[src/hdl/deq_pkg.sv]
// Shared command codes, status codes and response metadata for the double-ended queue.
package deq_pkg;

   localparam int DEPTH_DEFAULT      = 16;
   localparam int DATA_WIDTH_DEFAULT = 32;

   typedef enum logic [2:0] {
      CMD_PUSH_FRONT = 3'd0,
      CMD_PUSH_REAR  = 3'd1,
      CMD_POP_FRONT  = 3'd2,
      CMD_POP_REAR   = 3'd3,
      CMD_PEEK_FRONT = 3'd4,
      CMD_PEEK_REAR  = 3'd5,
      CMD_CLEAR      = 3'd6,
      CMD_UNUSED     = 3'd7
   } cmd_type;

   typedef enum logic [1:0] {
      ST_OK    = 2'd0,
      ST_EMPTY = 2'd1,
      ST_FULL  = 2'd2,
      ST_RSVD  = 2'd3
   } status_type;

   typedef struct packed {
      logic       valid;
      logic       use_data;
      status_type status;
   } rsp_meta_type;

endpackage

[src/hdl/deq_ram.sv]
// Generic single-port-write, single-port-read RAM with registered read data.
module deq_ram #(
   parameter int WIDTH = deq_pkg::DATA_WIDTH_DEFAULT,
   parameter int DEPTH = deq_pkg::DEPTH_DEFAULT
) (
   input  logic                     clock,
   input  logic                     wr_en,
   input  logic [$clog2(DEPTH)-1:0] wr_addr,
   input  logic [WIDTH-1:0]         wr_data,
   input  logic                     rd_en,
   input  logic [$clog2(DEPTH)-1:0] rd_addr,
   output logic [WIDTH-1:0]         rd_data
);

   logic [WIDTH-1:0] mem_ff [DEPTH];
   logic [WIDTH-1:0] rd_data_ff;

   always_ff @(posedge clock) begin
      if (wr_en) begin
         mem_ff[wr_addr] <= wr_data;
      end
      if (rd_en) begin
         rd_data_ff <= mem_ff[rd_addr];
      end
   end

   assign rd_data = rd_data_ff;

endmodule

[src/hdl/deq_ctrl.sv]
// Pointer, count and status control for the double-ended queue ring store.
module deq_ctrl #(
   parameter int DEPTH      = deq_pkg::DEPTH_DEFAULT,
   parameter int DATA_WIDTH = deq_pkg::DATA_WIDTH_DEFAULT
) (
   input  logic                       clock,
   input  logic                       reset,
   input  logic                       accept,
   input  logic [2:0]                 cmd,
   input  logic [DATA_WIDTH-1:0]      data,
   output logic                       wr_en,
   output logic [$clog2(DEPTH)-1:0]   wr_addr,
   output logic [DATA_WIDTH-1:0]      wr_data,
   output logic                       rd_en,
   output logic [$clog2(DEPTH)-1:0]   rd_addr,
   output deq_pkg::rsp_meta_type      meta,
   output logic [$clog2(DEPTH+1)-1:0] count
);

   localparam int AW = $clog2(DEPTH);
   localparam int CW = $clog2(DEPTH + 1);
   localparam logic [AW-1:0] LAST_IDX  = AW'(DEPTH - 1);
   localparam logic [CW-1:0] FULL_CNT  = CW'(DEPTH);

   logic [AW-1:0] front_ff, front_in;
   logic [AW-1:0] rear_ff, rear_in;
   logic [CW-1:0] count_ff, count_in;
   deq_pkg::rsp_meta_type meta_ff, meta_in;

   logic          at_empty;
   logic          is_full;
   logic [AW-1:0] front_next;
   logic [AW-1:0] front_prev;
   logic [AW-1:0] rear_next;
   logic [AW-1:0] rear_prev;

   always_comb begin
      at_empty   = (count_ff == '0);
      is_full    = (count_ff >= FULL_CNT);
      front_next = (front_ff == LAST_IDX) ? '0 : front_ff + 1'b1;
      front_prev = (front_ff == '0) ? LAST_IDX : front_ff - 1'b1;
      rear_next  = (rear_ff == LAST_IDX) ? '0 : rear_ff + 1'b1;
      rear_prev  = (rear_ff == '0) ? LAST_IDX : rear_ff - 1'b1;

      front_in         = front_ff;
      rear_in          = rear_ff;
      count_in         = count_ff;
      wr_en            = 1'b0;
      wr_addr          = rear_ff;
      wr_data          = data;
      rd_en            = 1'b0;
      rd_addr          = front_ff;
      meta_in.valid    = accept;
      meta_in.use_data = 1'b0;
      meta_in.status   = deq_pkg::ST_OK;

      if (accept) begin
         case (cmd)
            deq_pkg::CMD_PUSH_FRONT: begin
               if (is_full) begin
                  meta_in.status = deq_pkg::ST_FULL;
               end else begin
                  front_in = front_prev;
                  wr_en    = 1'b1;
                  wr_addr  = front_prev;
                  count_in = count_ff + 1'b1;
               end
            end
            deq_pkg::CMD_PUSH_REAR: begin
               if (is_full) begin
                  meta_in.status = deq_pkg::ST_FULL;
               end else begin
                  rear_in  = rear_next;
                  wr_en    = 1'b1;
                  wr_addr  = rear_ff;
                  count_in = count_ff + 1'b1;
               end
            end
            deq_pkg::CMD_POP_FRONT, deq_pkg::CMD_PEEK_FRONT: begin
               if (at_empty) begin
                  meta_in.status = deq_pkg::ST_EMPTY;
               end else begin
                  rd_en            = 1'b1;
                  rd_addr          = front_ff;
                  meta_in.use_data = 1'b1;
                  if (cmd == deq_pkg::CMD_POP_FRONT) begin
                     front_in = front_next;
                     count_in = count_ff - 1'b1;
                  end
               end
            end
            deq_pkg::CMD_POP_REAR, deq_pkg::CMD_PEEK_REAR: begin
               if (at_empty) begin
                  meta_in.status = deq_pkg::ST_EMPTY;
               end else begin
                  rd_en            = 1'b1;
                  rd_addr          = rear_prev;
                  meta_in.use_data = 1'b1;
                  if (cmd == deq_pkg::CMD_POP_REAR) begin
                     rear_in  = rear_prev;
                     count_in = count_ff - 1'b1;
                  end
               end
            end
            deq_pkg::CMD_CLEAR: begin
               front_in = '0;
               rear_in  = '0;
               count_in = '0;
            end
            default: begin
            end
         endcase
      end
   end

   always_ff @(posedge clock) begin
      if (reset) begin
         front_ff <= '0;
         rear_ff  <= '0;
         count_ff <= '0;
         meta_ff  <= '0;
      end else begin
         front_ff <= front_in;
         rear_ff  <= rear_in;
         count_ff <= count_in;
         meta_ff  <= meta_in;
      end
   end

   assign meta  = meta_ff;
   assign count = count_ff;

endmodule

[src/hdl/double_ended_queue.sv]
// Top level of the bounded double-ended queue held in a ring store.
//
// Command channel: drive req_cmd and req_data with start high; the beat is
// taken at a rising edge where start is high and busy is low. Commands are
// push front, push rear, pop front, pop rear, peek front, peek rear, clear.
// Result channel: every beat gives one result in the cycle after it is
// taken, shown for one cycle with rsp_valid high: rsp_value, rsp_status
// (ok, empty, full), rsp_count after the command and rsp_empty_res.
// The receiver cannot stall; results must be taken when shown.
// Throughput: one command per cycle while busy is low. The result is
// registered, as is the read port of the store RAM; a push writes the
// RAM in the accept cycle, so a read in the next cycle already sees it.
// Reset (synchronous, active high) empties the queue and holds busy high
// until the cycle after reset falls; the store contents are not cleared.
module double_ended_queue #(
   parameter int DEPTH      = deq_pkg::DEPTH_DEFAULT,
   parameter int DATA_WIDTH = deq_pkg::DATA_WIDTH_DEFAULT
) (
   input  logic                              clock,
   input  logic                              reset,
   input  logic                              start,
   output logic                              busy,
   input  logic [2:0]                        req_cmd,
   input  logic signed [DATA_WIDTH-1:0]      req_data,
   output logic                              rsp_valid,
   output logic signed [DATA_WIDTH-1:0]      rsp_value,
   output logic [1:0]                        rsp_status,
   output logic [$clog2(DEPTH+1)-1:0]        rsp_count,
   output logic                              rsp_empty_res
);

   localparam int AW = $clog2(DEPTH);
   localparam int CW = $clog2(DEPTH + 1);

   logic                  busy_ff;
   logic                  accept;
   logic                  wr_en;
   logic [AW-1:0]         wr_addr;
   logic [DATA_WIDTH-1:0] wr_data;
   logic                  rd_en;
   logic [AW-1:0]         rd_addr;
   logic [DATA_WIDTH-1:0] rd_data;
   logic [CW-1:0]         count;
   deq_pkg::rsp_meta_type meta;

   always_ff @(posedge clock) begin
      busy_ff <= reset;
   end

   assign busy   = busy_ff | reset;
   assign accept = start & ~busy;

   deq_ctrl #(
      .DEPTH      (DEPTH),
      .DATA_WIDTH (DATA_WIDTH)
   ) u_ctrl (
      .clock   (clock),
      .reset   (reset),
      .accept  (accept),
      .cmd     (req_cmd),
      .data    (req_data),
      .wr_en   (wr_en),
      .wr_addr (wr_addr),
      .wr_data (wr_data),
      .rd_en   (rd_en),
      .rd_addr (rd_addr),
      .meta    (meta),
      .count   (count)
   );

   deq_ram #(
      .WIDTH (DATA_WIDTH),
      .DEPTH (DEPTH)
   ) u_ram (
      .clock   (clock),
      .wr_en   (wr_en),
      .wr_addr (wr_addr),
      .wr_data (wr_data),
      .rd_en   (rd_en),
      .rd_addr (rd_addr),
      .rd_data (rd_data)
   );

   assign rsp_valid     = meta.valid;
   assign rsp_value     = meta.use_data ? rd_data : '0;
   assign rsp_status    = meta.status;
   assign rsp_count     = count;
   assign rsp_empty_res = (count == '0);

endmodule

[config.mk]
export PLATFORM = sky130hd
export DESIGN_NAME = double_ended_queue
export DESIGN_NICKNAME = d
export VERILOG_FILES = /design/src/hdl/deq_pkg.sv /design/src/hdl/deq_ram.sv /design/src/hdl/deq_ctrl.sv /design/src/hdl/double_ended_queue.sv
export SDC_FILE = /design/constraint.sdc
export NUM_CORES = 1
export LEC_CHECK = 0
export ABC_AREA = 1
export BUFFER_PORTS_ARGS = -buffer_cell sky130_fd_sc_hd__clkbuf_2
export CORE_UTILIZATION = 60
export DETAILED_ROUTE_END_ITERATION = 10
export MAX_ROUTING_LAYER = met4
export PLACE_DENSITY_LB_ADDON = 0.05
export SLEW_MARGIN = 20
export SYNTH_ARGS = -nofsm -noshare
export SYNTH_HDL_FRONTEND = slang
export SYNTH_SLANG_ARGS = --single-unit
[constraint.sdc]
create_clock -name clock -period 4 [get_ports clock]
set_input_delay 0.6 -clock clock [delete_from_list [all_inputs] [get_ports clock]]
set_output_delay 0.6 -clock clock [all_outputs]
set_load 0.02 [all_outputs]
==> reports/metrics.csv <==
metric,value,unit
cellPowerDensity,436,nW/µm²
slew_headroom,0.297,
cts_hold_buf,0,
vdd_drop_max,343,µV
cts_root_buf,clkbuf_16,
die_x,204,µm
clock_skew,15.6,ps
hpwl,31300,µm
rsz0062_at_grt,no,
io_pins,80,
hp-class,in -> reg,
cts_tree,done,
overflow,0,
final_area,27400,µm²
vias_per_cell,5.79,
ctsResizeCount,0,
ys_types,33,
fin_crit,2980,ps
crit_path_end_kind,register,
reg2reg_depth,10,
clockBufferDepth,3,
place.gp.congestion,0.847,
setup_viol,0,
area_delta_synth_final,11.7,%
drt-initial-drc-count,1662,
synth_top_area_cell,edfxtp_1,
vias,16800,
synth_nets,2332,
reg2reg_to,u_ram.mem_ff[6][17]$_DFFE_PP_,
die_h,204,µm
path_clk_slew,60,ps
cpMaxStageDelayCell,dfxtp_1,
grt_pass1_vias,16400,
tightest_slew,1050,ps
initial_utilization,0.612,
rows,73,
insertion_delay,610,ps
multi_input_area,6320,µm²
netlist_area,24500,µm²
track_usage,0.310,
seq_area,16700,µm²
ys_ff_latch,562,
slew_violations,0,
max_stage_delay,500,ps
synth_edf_count,544,
drive_above_1_share,0.103,
syn_avg_cell_area,10.7,µm²
seq_area_frac_synth,0.682,
port_buffers,79,
wl_per_cell,21.0,µm
finalCritPeriodShare,0.745,
synth-warning-count,0,
status,finished clean,
antenna_left,0,
finalHoldViolCount,0,
dpl_cell_area,25700,µm²
grt_max_degree,158,
post_cts_buffers,0,
cp_data_arrival_time,3270,ps
critPathMaxFanout,25,
yosysMostFrequentCell,nand2_1,
antenna_found_initial,2,
synthCells,2285,
synth_area_leaders,"edfxtp_1, nand3_1, nand2_1",
min_from,reset,
max_cap_violations,0,
min_path_cells,1,
nNetsFinal,2381,
leakagePower,11.0,nW
wirelength,60900,µm
cts_htree_levels,2,
finalSetupTns,0,ps
drc,0,
path_cells,inv_1 > ha_1 > a211oi_1 > a21oi_1 > nand2_1 > o21ai_0 > inv_1 > nand2_1 > nor2_4 > buf_12,
fmax,335,MHz
synth_top_flop_cell,edfxtp_1,
path_class,reg -> reg,
dieArea,41600,µm²
synth_top_cell_area_share,0.667,
worstPathRequired,4290,ps
core,40000,µm²
whs_endpoint,busy_ff$_DFF_P_,
synthArstFlopShare,0,
r2r-start,u_ctrl.front_ff[0]$_SDFFE_PP0P_,
reg2reg_slack,1020,ps
startpoint_type,register,
fillers,2942,
grt_pass1_wl,93900,µm
numClockSinks,562,
cts_inserted_buffers,57,
synthTopCellsByCount,"nand2_1, edfxtp_1, nand3_1",
first_pass_iters,7,
critical path: cells and delay by family (launching register included):
family,cells,cell delay (ps)
flip-flops,1,500
AND/OR/NAND/NOR,3,750
AO/OA/AOI/OAI,3,500
adder cells (fa/ha/maj),1,290
buffers and inverters,3,610
cell families (layout without fill, tap and decap cells):
group | after synthesis | after routing | share of synthesized area
simple gates | 1267 | 1267 | 0.232
flops | 562 | 562 | 0.682
buf+inv | 396 | 487 | 0.0683
compound gates | 43 | 43 | 0.00981
fa+ha+maj | 9 | 9 | 0.00490
xor+xnor | 8 | 8 | 0.00286
other cells | 0 | 2 | 0
layout by cell type (no fill, tap or decap), types with 3 or more instances in the layout:
cell type   instances
a21oi_1            16
clkinv_1           12
o21ai_0            14
edfxtp_1          544
nor2_1             24
buf_12             20
ha_1                8
clkinvlp_4          4
xor2_1              6
nand3_1           523
a211oi_1            6
clkbuf_2           79
dfxtp_1            17
buf_4              29
nand2_8             3
clkbuf_1           13
clkinv_2           11
nand2_1           626
nand3b_1           64
clkbuf_16          59
inv_2               8
nor2_4             17
inv_1             247
area by class of cell:
| type | count | area share |
|---|---|---|
| Inverter | 258 | 0.0356 |
| Tap cell | 525 | 0.0240 |
| Antenna cell | 2 | 0.000183 |
| Sequential cell | 562 | 0.610 |
| Multi-Input combinational cell | 1327 | 0.231 |
| Clock inverter | 29 | 0.00645 |
| Clock buffer | 72 | 0.0557 |
| Timing Repair Buffer | 128 | 0.0370 |
stage by stage:
| step | worst slack (ps) | util | hold slack (ps) | instances | total power [mW] |
|---|---|---|---|---|---|
| final | 1020 | 0.684 | 268 | 2903 | 11.9 |
| after global routing | 868 | 0.684 | 277 | 2903 | 12.3 |
| after CTS | 1040 | 0.684 | 250 | 2901 | 12.0 |
| after detailed placement | 715 | 0.641 | 525 | 2800 | 7.14 |
| after global placement | 788 | 0.641 | 515 | 2800 | 7.13 |
| after floorplan | 437 | - | 489 | 2285 | 6.93 |
power by group:
| part | internal [mW] | switching, mW | total [mW] | leakage, nW |
|---|---|---|---|---|
| clock | 2.74 | 2.16 | 4.90 | 0.828 |
| combinational | 0.148 | 0.390 | 0.539 | 5.10 |
| sequential | 6.47 | 0.0107 | 6.48 | 5.04 |
worst max-delay path by stage:
stage	slack [ps]	start	end	depth (start not counted)
floorplan	440	reset	u_ram.mem_ff[11][0]$_DFFE_PP_	12
global placement	790	reset	u_ram.mem_ff[5][17]$_DFFE_PP_	13
detailed placement	720	reset	u_ram.mem_ff[5][18]$_DFFE_PP_	13
CTS	1040	u_ctrl.front_ff[0]$_SDFFE_PP0P_	u_ram.mem_ff[6][17]$_DFFE_PP_	10
global route	870	u_ctrl.front_ff[0]$_SDFFE_PP0P_	u_ram.mem_ff[6][16]$_DFFE_PP_	10
finish	1020	u_ctrl.front_ff[0]$_SDFFE_PP0P_	u_ram.mem_ff[6][17]$_DFFE_PP_	10
state kept, by name, indices dropped and copies added (netlist names):
register         cells
busy_ff              1
u_ctrl.count         5
u_ctrl.front_ff      4
u_ctrl.meta          4
u_ctrl.rear_ff       4
u_ram.mem_ff       512
u_ram.rd_data       32
metal layers:
metal,wire length [µm],GRT usage,vias to the layer above
met5,0,-,-
met4,1910,0.110,0
met3,5120,0.0486,116
met2,28200,0.482,725
met1,25600,0.418,8122
li1,-,-,7845
Note: power is estimated with default switching activity, not from simulation.
